### config.mk
export PLATFORM = sky130hd
export DESIGN_NAME = arcade_drive_mixer_top
export DESIGN_NICKNAME = d
export VERILOG_FILES = /design/src/hdl/adm_pkg.sv /design/src/hdl/arcade_drive_mixer_top.sv
export SDC_FILE = /design/constraint.sdc
export NUM_CORES = 2
export LEC_CHECK = 0
export ABC_AREA = 1
export BUFFER_PORTS_ARGS = -buffer_cell sky130_fd_sc_hd__buf_2
export CORE_MARGIN = 2
export CORE_UTILIZATION = 60
export CTS_BUF_LIST = sky130_fd_sc_hd__clkbuf_16
export DETAILED_ROUTE_END_ITERATION = 10
export GPL_ROUTABILITY_DRIVEN = 1
export PLACE_DENSITY_LB_ADDON = 0.08
export SYNTH_ARGS = -nofsm -noshare
export SYNTH_HDL_FRONTEND = slang
export SYNTH_SLANG_ARGS = --single-unit
### constraint.sdc
create_clock -name clk -period 11.7 [get_ports clk]
set_input_delay 0.585 -clock clk [delete_from_list [all_inputs] [get_ports clk]]
set_output_delay 0.585 -clock clk [all_outputs]
set_load 0.03 [all_outputs]
### src/hdl/adm_pkg.sv
// adm_pkg: types, register codes and fixed-point constants for the arcade drive mixer
`timescale 1ns / 1ps
`default_nettype none

package adm_pkg;

  // drive limits and servo pulse range
  localparam int MAX_SPEED = 928;
  localparam int PULSE_MIN = 544;
  localparam int PULSE_MAX = 2400;

  // field widths fixed by the interface
  localparam int RAW_W  = 8;
  localparam int GAIN_W = 8;
  localparam int TRIM_W = 11;
  localparam int DZ_W   = 7;
  localparam int PUL_W  = 12;

  // apb port
  localparam int PADDR_W = 5;
  localparam int PDATA_W = 32;

  // shaped stick, gain product, mixed sum magnitude
  localparam int STK_W = 8;
  localparam int PRD_W = 17;
  localparam int SUM_W = PRD_W + 1;
  localparam int MAG_W = 17;

  // truncating divide by 100 as reciprocal multiply
  localparam int     D100_DEN   = 100;
  localparam int     D100_SH    = MAG_W + $clog2(D100_DEN);
  localparam longint D100_RECIP = ((longint'(1) <<< D100_SH) + longint'(D100_DEN) - 1)
                                  / longint'(D100_DEN);
  localparam int     D100_RW    = $clog2(D100_RECIP + 1);
  localparam int     D100_PW    = MAG_W + D100_RW;

  // largest mixed magnitude: full gain, full stick on both terms
  localparam int MIX_MAX = (2 * ((1 << GAIN_W) - 1) * 127) / D100_DEN;
  localparam int MIX_W   = $clog2(MIX_MAX + 1);

  // proportional limit divider: one quotient bit per stage
  localparam int QW    = $clog2(MAX_SPEED + 1);
  localparam int DVD_W = MIX_W + QW;

  // trim sum and clamped speed
  localparam int TRM_W = ((QW > MIX_W) ? QW : MIX_W) + 3;
  localparam int SPD_W = QW + 1;

  // linear speed to pulse map
  localparam int     MAP_NUM   = PULSE_MAX - PULSE_MIN;
  localparam int     MAP_DEN   = 2 * MAX_SPEED;
  localparam int     OFF_W     = $clog2(MAP_DEN + 1);
  localparam int     MAPN_W    = OFF_W + $clog2(MAP_NUM + 1);
  localparam int     MAP_SH    = MAPN_W + $clog2(MAP_DEN);
  localparam longint MAP_RECIP = ((longint'(1) <<< MAP_SH) + longint'(MAP_DEN) - 1)
                                 / longint'(MAP_DEN);
  localparam int     MAP_RW    = $clog2(MAP_RECIP + 1);
  localparam int     MAP_PW    = MAPN_W + MAP_RW;
  localparam int     PQ_W      = $clog2(MAP_NUM + 1);

  // pipeline stage positions
  localparam int ST_SHAPE = 0;
  localparam int ST_MUL   = 1;
  localparam int ST_SUM   = 2;
  localparam int ST_REC   = 3;
  localparam int ST_DVD   = 4;
  localparam int ST_DIV0  = 5;
  localparam int ST_TRIM  = ST_DIV0 + QW;
  localparam int ST_MAP   = ST_TRIM + 1;
  localparam int ST_PUL   = ST_MAP + 1;
  localparam int ST_OUT   = ST_PUL + 1;
  localparam int NST      = ST_OUT + 1;

  // configuration register indexes
  typedef enum logic [2:0] {
    REG_TGAIN  = 3'd0,
    REG_SGAIN  = 3'd1,
    REG_LTRIM  = 3'd2,
    REG_RTRIM  = 3'd3,
    REG_CTRIM  = 3'd4,
    REG_DZONE  = 3'd5
  } cfg_reg_t;

  // request payloads
  typedef struct packed {
    logic [RAW_W-1:0] raw_throttle;
    logic [RAW_W-1:0] raw_steering;
  } adm_in_t;

  typedef struct packed {
    logic [PUL_W-1:0] left_pulse;
    logic [PUL_W-1:0] right_pulse;
    logic             moving;
  } adm_out_t;

  // one stage of the limit divider, both sides share the divisor
  typedef struct packed {
    logic [DVD_W-1:0] rem_l;
    logic [DVD_W-1:0] rem_r;
    logic [QW-1:0]    quo_l;
    logic [QW-1:0]    quo_r;
    logic [MIX_W-1:0] dsor;
    logic [MIX_W-1:0] mag_l;
    logic [MIX_W-1:0] mag_r;
    logic             neg_l;
    logic             neg_r;
    logic             scale;
  } div_stage_t;

endpackage

`default_nettype wire

### src/hdl/arcade_drive_mixer_top.sv
// arcade_drive_mixer_top: pipelined two-stick mixer from stick bytes to servo pulses
//
//   channel  direction  handshake                   payload
//   in_      request    in_valid / in_stall         adm_in_t  (raw throttle, raw steering)
//   out_     result     out_valid / out_stall       adm_out_t (left, right pulse, moving)
//   cfg      apb        psel penable pwrite pready  six registers at byte address 4*i
//
// one request enters per cycle while in_stall is low, and each passes through NST stages
// the pipeline depth is set mostly by the limit divider, one quotient bit per stage
// reset (rst_n low, synchronous) empties the pipeline and loads register defaults
// a stage holds while it and every stage after it are full and out_stall is high,
// so in_stall only rises with the whole pipeline full behind a stalled output
`timescale 1ns / 1ps
`default_nettype none

module arcade_drive_mixer_top (
  input  logic                            clk,
  input  logic                            rst_n,
  input  logic                            in_valid,
  output logic                            in_stall,
  input  adm_pkg::adm_in_t                in_data,
  output logic                            out_valid,
  input  logic                            out_stall,
  output adm_pkg::adm_out_t               out_data,
  input  logic                            psel,
  input  logic                            penable,
  input  logic                            pwrite,
  input  logic [adm_pkg::PADDR_W-1:0]     paddr,
  input  logic [adm_pkg::PDATA_W-1:0]     pwdata,
  output logic [adm_pkg::PDATA_W-1:0]     prdata,
  output logic                            pready
);
  import adm_pkg::*;

  // centre, clamp, dead zone and shift toward zero
  function automatic logic signed [STK_W-1:0] shape_stick(input logic [RAW_W-1:0] raw,
                                                          input logic [DZ_W-1:0] dz);
    logic signed [RAW_W:0] v;
    logic [DZ_W-1:0]       mag;
    logic [DZ_W-1:0]       res;
    v = $signed({1'b0, raw}) - 9'sd128;
    if (v == -9'sd128) v = -9'sd127;
    mag = (v < 0) ? DZ_W'(-v) : DZ_W'(v);
    if (mag < dz) res = '0;
    else res = mag - dz;
    shape_stick = (v < 0) ? -$signed({1'b0, res}) : $signed({1'b0, res});
  endfunction

  // one restoring step of both divisions
  function automatic div_stage_t div_step(input div_stage_t s, input int b);
    div_stage_t       o;
    logic [DVD_W:0]   dsh;
    o   = s;
    dsh = (DVD_W + 1)'(s.dsor) << b;
    if ({1'b0, s.rem_l} >= dsh) begin
      o.rem_l    = s.rem_l - DVD_W'(dsh);
      o.quo_l[b] = 1'b1;
    end
    if ({1'b0, s.rem_r} >= dsh) begin
      o.rem_r    = s.rem_r - DVD_W'(dsh);
      o.quo_r[b] = 1'b1;
    end
    return o;
  endfunction

  // pick limited or raw magnitude, apply sign and trim, clamp
  function automatic logic signed [SPD_W-1:0] trim_clamp(input logic [QW-1:0] quo,
                                                         input logic [MIX_W-1:0] mag,
                                                         input logic neg,
                                                         input logic scale,
                                                         input logic signed [TRIM_W-1:0] trim);
    logic [TRM_W-2:0]        m;
    logic signed [TRM_W-1:0] v;
    logic signed [TRM_W-1:0] lim;
    lim = TRM_W'(MAX_SPEED);
    m   = scale ? (TRM_W - 1)'(quo) : (TRM_W - 1)'(mag);
    v   = $signed({1'b0, m});
    if (neg) v = -v;
    v = v + TRM_W'(trim);
    if (v > lim) v = lim;
    else if (v < -lim) v = -lim;
    return SPD_W'(v);
  endfunction

  // centre trim applies only strictly inside the pulse range
  function automatic logic [PUL_W-1:0] centre_trim(input logic [PUL_W-1:0] p,
                                                   input logic signed [TRIM_W-1:0] ct);
    logic signed [PUL_W+1:0] q;
    q = $signed({2'b00, p}) + (PUL_W + 2)'(ct);
    if (q < PULSE_MAX && q > PULSE_MIN) return q[PUL_W-1:0];
    else return p;
  endfunction

  // configuration registers
  logic [GAIN_W-1:0]        tgain_r;
  logic [GAIN_W-1:0]        sgain_r;
  logic signed [TRIM_W-1:0] ltrim_r;
  logic signed [TRIM_W-1:0] rtrim_r;
  logic signed [TRIM_W-1:0] ctrim_r;
  logic [DZ_W-1:0]          dz_r;
  cfg_reg_t                 cfg_idx;
  logic                     cfg_wr;

  assign pready  = 1'b1;
  assign cfg_idx = cfg_reg_t'(paddr[4:2]);
  assign cfg_wr  = psel && penable && pwrite && pready;

  // register write
  always_ff @(posedge clk) begin
    if (!rst_n) begin
      tgain_r <= GAIN_W'(100);
      sgain_r <= GAIN_W'(100);
      ltrim_r <= '0;
      rtrim_r <= '0;
      ctrim_r <= '0;
      dz_r    <= DZ_W'(25);
    end else if (cfg_wr) begin
      case (cfg_idx)
        REG_TGAIN: tgain_r <= pwdata[GAIN_W-1:0];
        REG_SGAIN: sgain_r <= pwdata[GAIN_W-1:0];
        REG_LTRIM: ltrim_r <= $signed(pwdata[TRIM_W-1:0]);
        REG_RTRIM: rtrim_r <= $signed(pwdata[TRIM_W-1:0]);
        REG_CTRIM: ctrim_r <= $signed(pwdata[TRIM_W-1:0]);
        REG_DZONE: dz_r    <= pwdata[DZ_W-1:0];
        default: ;
      endcase
    end
  end

  // register read
  always_comb begin
    case (cfg_idx)
      REG_TGAIN: prdata = PDATA_W'(tgain_r);
      REG_SGAIN: prdata = PDATA_W'(sgain_r);
      REG_LTRIM: prdata = PDATA_W'(ltrim_r);
      REG_RTRIM: prdata = PDATA_W'(rtrim_r);
      REG_CTRIM: prdata = PDATA_W'(ctrim_r);
      REG_DZONE: prdata = PDATA_W'(dz_r);
      default:   prdata = '0;
    endcase
  end

  // valid bits and per-stage advance
  logic [NST-1:0] vld_r;
  logic [NST-1:0] vld_nxt;
  logic [NST-1:0] stg_en;

  // a stage moves when it or some later stage has a hole, or the output drains
  always_comb begin
    for (int k = 0; k < NST; k++) begin
      stg_en[k] = !out_stall || (((~vld_r) >> k) != '0);
    end
  end

  assign vld_nxt  = {vld_r[NST-2:0], in_valid};
  assign in_stall = !stg_en[ST_SHAPE];

  always_ff @(posedge clk) begin
    if (!rst_n) begin
      vld_r <= '0;
    end else begin
      for (int k = 0; k < NST; k++) begin
        if (stg_en[k]) vld_r[k] <= vld_nxt[k];
      end
    end
  end

  // stage: stick shaping
  logic signed [STK_W-1:0] stk_t_r, stk_t_nxt;
  logic signed [STK_W-1:0] stk_s_r, stk_s_nxt;
  logic [RAW_W-1:0]        raw_t;

  always_comb begin
    raw_t     = (in_data.raw_throttle == '0) ? RAW_W'(1) : in_data.raw_throttle;
    stk_t_nxt = shape_stick(raw_t, dz_r);
    stk_s_nxt = shape_stick(in_data.raw_steering, dz_r);
  end

  always_ff @(posedge clk) begin
    if (stg_en[ST_SHAPE]) begin
      stk_t_r <= stk_t_nxt;
      stk_s_r <= stk_s_nxt;
    end
  end

  // stage: gain products
  logic signed [PRD_W-1:0] prd_t_r, prd_t_nxt;
  logic signed [PRD_W-1:0] prd_s_r, prd_s_nxt;

  always_comb begin
    prd_t_nxt = $signed(PRD_W'({1'b0, tgain_r})) * PRD_W'(stk_t_r);
    prd_s_nxt = $signed(PRD_W'({1'b0, sgain_r})) * PRD_W'(stk_s_r);
  end

  always_ff @(posedge clk) begin
    if (stg_en[ST_MUL]) begin
      prd_t_r <= prd_t_nxt;
      prd_s_r <= prd_s_nxt;
    end
  end

  // stage: sum and difference, split into sign and magnitude
  logic [MAG_W-1:0]        amag_l_r, amag_l_nxt;
  logic [MAG_W-1:0]        amag_r_r, amag_r_nxt;
  logic                    aneg_l_r, aneg_l_nxt;
  logic                    aneg_r_r, aneg_r_nxt;
  logic signed [SUM_W-1:0] sum_l, sum_r;

  always_comb begin
    sum_l      = SUM_W'(prd_t_r) + SUM_W'(prd_s_r);
    sum_r      = SUM_W'(prd_t_r) - SUM_W'(prd_s_r);
    aneg_l_nxt = sum_l[SUM_W-1];
    aneg_r_nxt = sum_r[SUM_W-1];
    amag_l_nxt = aneg_l_nxt ? MAG_W'(-sum_l) : MAG_W'(sum_l);
    amag_r_nxt = aneg_r_nxt ? MAG_W'(-sum_r) : MAG_W'(sum_r);
  end

  always_ff @(posedge clk) begin
    if (stg_en[ST_SUM]) begin
      amag_l_r <= amag_l_nxt;
      amag_r_r <= amag_r_nxt;
      aneg_l_r <= aneg_l_nxt;
      aneg_r_r <= aneg_r_nxt;
    end
  end

  // stage: truncating divide by 100
  logic [MIX_W-1:0]   mix_l_r, mix_l_nxt;
  logic [MIX_W-1:0]   mix_r_r, mix_r_nxt;
  logic               mneg_l_r, mneg_r_r;
  logic [D100_PW-1:0] rec_l, rec_r;

  always_comb begin
    rec_l     = D100_PW'(amag_l_r) * D100_PW'(D100_RECIP);
    rec_r     = D100_PW'(amag_r_r) * D100_PW'(D100_RECIP);
    mix_l_nxt = rec_l[D100_SH +: MIX_W];
    mix_r_nxt = rec_r[D100_SH +: MIX_W];
  end

  always_ff @(posedge clk) begin
    if (stg_en[ST_REC]) begin
      mix_l_r  <= mix_l_nxt;
      mix_r_r  <= mix_r_nxt;
      mneg_l_r <= aneg_l_r;
      mneg_r_r <= aneg_r_r;
    end
  end

  // stage: limit check and divider operands
  div_stage_t       div_in_r, div_in_nxt;
  logic [MIX_W-1:0] mx;

  always_comb begin
    mx               = (mix_l_r > mix_r_r) ? mix_l_r : mix_r_r;
    div_in_nxt       = '0;
    div_in_nxt.rem_l = DVD_W'(mix_l_r) * DVD_W'(MAX_SPEED);
    div_in_nxt.rem_r = DVD_W'(mix_r_r) * DVD_W'(MAX_SPEED);
    div_in_nxt.dsor  = mx;
    div_in_nxt.mag_l = mix_l_r;
    div_in_nxt.mag_r = mix_r_r;
    div_in_nxt.neg_l = mneg_l_r;
    div_in_nxt.neg_r = mneg_r_r;
    div_in_nxt.scale = (DVD_W'(mx) > DVD_W'(MAX_SPEED));
  end

  always_ff @(posedge clk) begin
    if (stg_en[ST_DVD]) div_in_r <= div_in_nxt;
  end

  // stages: proportional limit divider
  div_stage_t div_r   [QW];
  div_stage_t div_nxt [QW];
  div_stage_t div_src [QW+1];

  always_comb begin
    div_src[0] = div_in_r;
    for (int j = 0; j < QW; j++) begin
      div_src[j+1] = div_r[j];
    end
    for (int j = 0; j < QW; j++) begin
      div_nxt[j] = div_step(div_src[j], QW - 1 - j);
    end
  end

  always_ff @(posedge clk) begin
    for (int j = 0; j < QW; j++) begin
      if (stg_en[ST_DIV0 + j]) div_r[j] <= div_nxt[j];
    end
  end

  // stage: side trims and speed clamp
  logic signed [SPD_W-1:0] spd_l_r, spd_l_nxt;
  logic signed [SPD_W-1:0] spd_r_r, spd_r_nxt;
  logic                    mov_r, mov_nxt;
  div_stage_t              dq;

  always_comb begin
    dq        = div_src[QW];
    spd_l_nxt = trim_clamp(dq.quo_l, dq.mag_l, dq.neg_l, dq.scale, ltrim_r);
    spd_r_nxt = trim_clamp(dq.quo_r, dq.mag_r, dq.neg_r, dq.scale, rtrim_r);
    mov_nxt   = (spd_l_nxt != '0) || (spd_r_nxt != '0);
  end

  always_ff @(posedge clk) begin
    if (stg_en[ST_TRIM]) begin
      spd_l_r <= spd_l_nxt;
      spd_r_r <= spd_r_nxt;
      mov_r   <= mov_nxt;
    end
  end

  // stage: offset speed times pulse span
  logic [MAPN_W-1:0]     mprd_l_r, mprd_l_nxt;
  logic [MAPN_W-1:0]     mprd_r_r, mprd_r_nxt;
  logic                  mov_map_r;
  logic signed [SPD_W:0] off_l, off_r;

  always_comb begin
    off_l      = (SPD_W + 1)'(spd_l_r) + (SPD_W + 1)'(MAX_SPEED);
    off_r      = (SPD_W + 1)'(spd_r_r) + (SPD_W + 1)'(MAX_SPEED);
    mprd_l_nxt = MAPN_W'(off_l[OFF_W-1:0]) * MAPN_W'(MAP_NUM);
    mprd_r_nxt = MAPN_W'(off_r[OFF_W-1:0]) * MAPN_W'(MAP_NUM);
  end

  always_ff @(posedge clk) begin
    if (stg_en[ST_MAP]) begin
      mprd_l_r  <= mprd_l_nxt;
      mprd_r_r  <= mprd_r_nxt;
      mov_map_r <= mov_r;
    end
  end

  // stage: divide by input span and add pulse base
  logic [PUL_W-1:0]  pul_l_r, pul_l_nxt;
  logic [PUL_W-1:0]  pul_r_r, pul_r_nxt;
  logic              mov_pul_r;
  logic [MAP_PW-1:0] mq_l, mq_r;

  always_comb begin
    mq_l      = MAP_PW'(mprd_l_r) * MAP_PW'(MAP_RECIP);
    mq_r      = MAP_PW'(mprd_r_r) * MAP_PW'(MAP_RECIP);
    pul_l_nxt = PUL_W'(mq_l[MAP_SH +: PQ_W]) + PUL_W'(PULSE_MIN);
    pul_r_nxt = PUL_W'(mq_r[MAP_SH +: PQ_W]) + PUL_W'(PULSE_MIN);
  end

  always_ff @(posedge clk) begin
    if (stg_en[ST_PUL]) begin
      pul_l_r   <= pul_l_nxt;
      pul_r_r   <= pul_r_nxt;
      mov_pul_r <= mov_map_r;
    end
  end

  // stage: centre trim into the output register
  adm_out_t out_r, out_nxt;

  always_comb begin
    out_nxt.left_pulse  = centre_trim(pul_l_r, ctrim_r);
    out_nxt.right_pulse = centre_trim(pul_r_r, ctrim_r);
    out_nxt.moving      = mov_pul_r;
  end

  always_ff @(posedge clk) begin
    if (stg_en[ST_OUT]) out_r <= out_nxt;
  end

  assign out_valid = vld_r[ST_OUT];
  assign out_data  = out_r;

`ifndef NO_ASSERTIONS
  // input only held back when the whole pipeline is full behind a stalled output
  a_stall_full: assert property (@(posedge clk) disable iff (!rst_n)
    in_stall |-> (out_valid && out_stall && (&vld_r)))
    else $error("input stalled with room in the pipeline");

  // a finished request reaches the output as soon as the output drains
  a_last_moves: assert property (@(posedge clk) disable iff (!rst_n)
    (vld_r[ST_PUL] && !out_stall) |=> out_valid)
    else $error("request lost before the output register");

  // pulses stay inside the servo range
  a_pulse_range: assert property (@(posedge clk) disable iff (!rst_n)
    out_valid |-> (out_data.left_pulse >= PUL_W'(PULSE_MIN)
                   && out_data.left_pulse <= PUL_W'(PULSE_MAX)
                   && out_data.right_pulse >= PUL_W'(PULSE_MIN)
                   && out_data.right_pulse <= PUL_W'(PULSE_MAX)))
    else $error("pulse outside servo range");
`endif

endmodule

`default_nettype wire
After elaboration in Yosys (flattened, before gate mapping)
Memories as Yosys holds them, arrays and structs flattened.
Cells that the tools add are included.
W data, S select, Z words.
{"block": "totals", "memories": 1, "in_bits": 60, "latch_bits": 0, "word_cells": 291, "rom_bits": 0, "ff_bits": 352, "ramBits": 930}
{"memory": "div_r", "depth": 10, "width": 93, "rd": 10, "rd_ports_with_merged_regs": 0, "wr": 10, "line_no": "arcade_drive_mixer_top.sv:271", "text": "div_stage_t div_r [QW];"}
{"block": "op_classes", "add_sub_neg": 42, "mul": 10, "n_mux": 83, "eq_ne": 7, "shifts": 0, "magnitude_cmp": 34, "div_mod_pow": 0, "reduce_logical": 54, "bitwise_logic": 1}
{"operator": "$mux W20", "n": 20}
{"operator": "$reduce_bool A19 Y1", "n": 18}
{"operator": "$pmux W32 S6", "n": 1}
{"operator": "$mul A16 B22 Y37 const B", "n": 2}
{"operator": "$mul A17 B18 Y34 const B", "n": 2}
{"operator": "$mux W11", "n": 4}
{"operator": "$mux W7", "n": 6}
{"operator": "$ge A20 B10 Y1", "n": 2}
{"operator": "$ge A20 B11 Y1", "n": 2}
{"operator": "$ge A20 B12 Y1", "n": 2}
{"operator": "$ge A20 B13 Y1", "n": 2}
{"operator": "$ge A20 B14 Y1", "n": 2}
{"operator": "$ge A20 B15 Y1", "n": 2}
{"operator": "$ge A20 B16 Y1", "n": 2}
{"operator": "$ge A20 B17 Y1", "n": 2}
{"operator": "$ge A20 B18 Y1", "n": 2}
{"operator": "$ge A20 B19 Y1", "n": 2}
{"operator": "$mux W1", "n": 40}
{"operator": "$sub A20 B10 Y20", "n": 2}
{"operator": "$sub A20 B11 Y20", "n": 2}
{"operator": "$sub A20 B12 Y20", "n": 2}
{"operator": "$sub A20 B13 Y20", "n": 2}
{"operator": "$sub A20 B14 Y20", "n": 2}
{"operator": "$sub A20 B15 Y20", "n": 2}
{"operator": "other kinds (45)", "n": 106}

Logic depth before layout (Yosys ltp)
{"block": "depth", "depth_word": 11, "ltp_mapped": 29, "depth_no_buf": 28}

Least setup slack after synthesis
Ideal clock, no wire load.
{"block": "synth_path", "kind": "reg2out", "start": "register vld_r[18]", "end": "output in_stall", "stages_incl_launch_ff": 15, "required_ns": 11.115, "setup_slack_ns": 3.263, "arrival_ns": 7.852, "cell_sequence": "dfxtp_1 > nand3_1 > nor2_1 > nand2_1 > nor2_2 > inv_2 > nor2_4 > nand3_2 > nor2_4 > nand2_2 > nor2_4 > nand2_2 > nor2_4 > nand4_1 > inv_1"}
{"block": "synth_between", "elab_chain_cells": 4}
{"item": "start: declaration", "line_no": "arcade_drive_mixer_top.sv:144", "text": "logic [NST-1:0] vld_r;"}
{"item": "start signal: indexed assignment", "line_no": "arcade_drive_mixer_top.sv:163", "text": "if (stg_en[k]) vld_r[k] <= vld_nxt[k];"}
{"item": "$not A19 Y19", "line_no": "arcade_drive_mixer_top.sv:151", "text": "stg_en[k] = !out_stall || (((~vld_r) >> k) != '0);"}
{"item": "$reduce_bool A19 Y1", "line_no": "arcade_drive_mixer_top.sv:151"}
{"item": "$logic_or A1 B1 Y1", "line_no": "arcade_drive_mixer_top.sv:151"}
{"item": "$logic_not A1 Y1", "line_no": "arcade_drive_mixer_top.sv:156", "text": "assign in_stall = !stg_en[ST_SHAPE];"}
{"item": "end: declaration", "line_no": "arcade_drive_mixer_top.sv:20", "text": "output logic in_stall,"}
Every way passes these cells.

Worst setup path after layout
{"block": "layout_path", "start": "register mprd_l_r[10]", "end": "register pul_l_r[9] (data pin)"}
{"block": "layout_between", "elab_chain_cells": 2}
{"item": "start: declaration", "line_no": "arcade_drive_mixer_top.sv:313", "text": "logic [MAPN_W-1:0] mprd_l_r, mprd_l_nxt;"}
{"item": "start signal: assignment", "line_no": "arcade_drive_mixer_top.sv:327", "text": "mprd_l_r <= mprd_l_nxt;"}
{"item": "$mul A16 B22 Y37", "line_no": "arcade_drive_mixer_top.sv:340", "text": "mq_l = MAP_PW'(mprd_l_r) * MAP_PW'(MAP_RECIP);"}
{"item": "$add A11 B10 Y12", "line_no": "arcade_drive_mixer_top.sv:342", "text": "pul_l_nxt = PUL_W'(mq_l[MAP_SH +: PQ_W]) + PUL_W'(PULSE_MIN);"}
{"item": "via pul_l_nxt[9]", "line_no": "arcade_drive_mixer_top.sv:334", "text": "logic [PUL_W-1:0] pul_l_r, pul_l_nxt;"}
{"item": "end signal: assignment", "line_no": "arcade_drive_mixer_top.sv:348", "text": "pul_l_r <= pul_l_nxt;"}
{"item": "end: declaration", "line_no": "arcade_drive_mixer_top.sv:334"}
The timed path passes the listed nets, and every way through them passes these cells.
A chain may end at the register's enable or synchronous reset.

==> results.cfg <==
[logic_synthesis]
yosys_warnings = 0
synth.avg_cell_area_um2 = 9.46
syn-num-nets = 10900
synth-edff-count = 978
synth_cells = 9149
synth-seq-area-share = 0.357
synth-seq-cells = 1053
synth_area_um2 = 86600
synthArstFlopShare = 0
yosys.cell_types.count = 67
ys.flop_type = edfxtp_1

[grt]
grt_pass1_wl_um = 338000
grt_max_degree = 78
grt_use_total = 0.297
grt-ovfl-total = 0
grt_pass1_vias = 61500
antenna_found_initial = 6

[detailed_routing]
drt_pass1_iterations = 6
drt-vias-per-instance = 5.46
vias = 61500
ant_nets = 0
drtIter0Drc = 4077
drcViolationCount = 0
wl_um = 214000
drt-wirelength-per-cell_um = 19.0

[clocking]
clkTransAtPathRegs_ns = 0.06
cts_resized = 0
postCtsSetupBuffers = 0
cts_tree = built
ctsLongestPathBuffers = 3
clk_latency_ns = 0.75
clock-root-buffer = clkbuf_16
cts_sinks = 1053
numCtsBuffers = 113
htree_levels = 3
hold_buffers = 0

[sta]
hold_viol_final = 0
period_minus_slack_ns = 6.34
fin_worst_skew_ns = 0.0435
timing.final.ws_setup_ns = 5.36
max_slew.worst_pin.slew_ns = 1.16
fin_tns_setup_ns = 0
setup_violations = 0
slew_viol_final = 0
fmax_ghz = 0.158
timing.slew.headroom = 0.224
post-route-period-util = 0.542
rsz0062_at_grt = false

[worst_setup_path]
crit_path_end_kind = flip-flop
crit_type = flip-flop to flip-flop
cp_cell_sequence = fa_1, inv_1, fa_1, inv_1, fa_1, fa_1, fa_1, inv_1, fa_1, inv_1, ha_1, nand2_1, inv_1, a21oi_1, a21boi_0, nand2_1, nand2_1, nand2_1, nand2_1, nand2_1, inv_1, ha_1, nand3_1, xnor2_1
crit_path_start_kind = flip-flop
slowest_delay_ns = 0.65
required_ns = 12.18
path_max_fanout = 7
arrival_ns = 6.82
crit_slowest_cell = fa_1

[floorplanning]
core_area_um2 = 143000
row_count = 139
ios = 120
die_y_um = 384
die_w_um = 384
start_util = 0.603
dieArea_um2 = 147000

[finish]
nets = 11000
synthToLayoutAreaGrowth_pct = 7.17
num-fill-cells = 11800
drive_gt1_frac = 0.0444
fin_util = 0.647
stdcell_area_um2 = 92800
final_common_cell = inv_1
layout_common_cells = inv_1, nand2_1, ha_1

[outcome]
status = finished, final reports clean

[placement]
hpwl_um = 178000
post-place-ws_ns = 5.33
placed_area_um2 = 89000
place_congestion = 0.951
port_buffers = 95

[hold_path]
hold_path_class = primary input to flip-flop

[run]
maxCapViolations = 0
worst paths after layout:
check	from	endpoint	slack, ns	depth (start not counted)
max	mprd_l_r[10]$_DFFE_PP_	pul_l_r[9]$_DFFE_PP_	5.36	24
max reg2reg	mprd_l_r[10]$_DFFE_PP_	pul_l_r[9]$_DFFE_PP_	5.36	24
min	in_valid	vld_r[0]$_SDFFE_PN0N_	0.14	2
min reg2reg	div_r[8][45]$_DFFE_PP_	div_r[9][45]$_DFFE_PP_	0.41	0
synth_stat cells (13+ instances only):
master / instances / area (um2)
a21o_1: 33 / 248
a21oi_1: 508 / 2540
a31oi_1: 42 / 263
buf_2: 29 / 145
buf_4: 27 / 203
clkbuf_1: 55 / 206
dfxtp_1: 75 / 1500
edfxtp_1: 978 / 29400
fa_1: 609 / 12200
ha_1: 1110 / 13900
inv_1: 1742 / 6540
inv_2: 13 / 48.8
nand2_1: 1598 / 6000
nand2_2: 18 / 113
nand3_1: 336 / 1680
nand3b_1: 27 / 203
nand4_1: 97 / 607
nor2_1: 603 / 2260
nor3_1: 108 / 541
nor4_1: 30 / 188
o21a_1: 21 / 158
o21ai_0: 394 / 1970
o21ai_1: 28 / 140
o21bai_1: 34 / 255
o31ai_1: 14 / 105
or2_2: 52 / 325
xnor2_1: 155 / 1360
xor2_1: 263 / 2300
through the flow:
step                instances  hold WS, ns
floorplan                9149        0.400
global placement        11000        0.400
detailed placement      11000        0.405
CTS                     11300       0.0895
global route            11300       0.0999
finish                  11300        0.145
registers in the layout, summed over array words and instances, names as in the netlist, 17 cells and up:
signal	cells
div_r	706
div_in_r	59
out_data	25
vld_r	19
amag_l_r	17
prd_s_r	17
prd_t_r	17
worst max-delay path, delay by kind of cell (launching register included):
family                   cells  cell delay [ns]
XOR/XNOR                     1             0.14
flip-flops                   1             0.59
adder cells (fa/ha/maj)      8             3.62
AO/OA/AOI/OAI                2             0.56
AND/OR/NAND/NOR              7             0.77
buffers and inverters        6             0.40
final cells by class:
cell class / instances / area (um2) / share of cell area
multi-input cells: 6214 / 48500 / 0.523
flip-flops and latches: 1053 / 30900 / 0.333
inverters: 1760 / 6610 / 0.0712
clock buffers: 116 / 2900 / 0.0313
well taps: 1903 / 2380 / 0.0257
clock inverters: 96 / 863 / 0.00931
repair buffers: 115 / 626 / 0.00674
diodes: 2 / 5.00 / 0.0000539
metal layers:
metal  routed length [um]  track usage
met1                91000        0.386
met2               104000        0.506
met3                 9140       0.0350
met4                 9820        0.119
met5                   13            0
cell families after synthesis:
kind of cell,count (synthesis),share of synthesized area
muxes,2,0.000231
DFF,1053,0.357
xor gates and xnor gates,422,0.0430
adders and majority gates,1719,0.301
buffers and inverters,1882,0.0835
other,1,0.0000433
AOI/OAI and AO/OA,1154,0.0733
and+or+nand+nor,2916,0.142
Power is not shown: default switching activity piles up to over one toggle a cycle in this logic, so the estimate is an artifact.
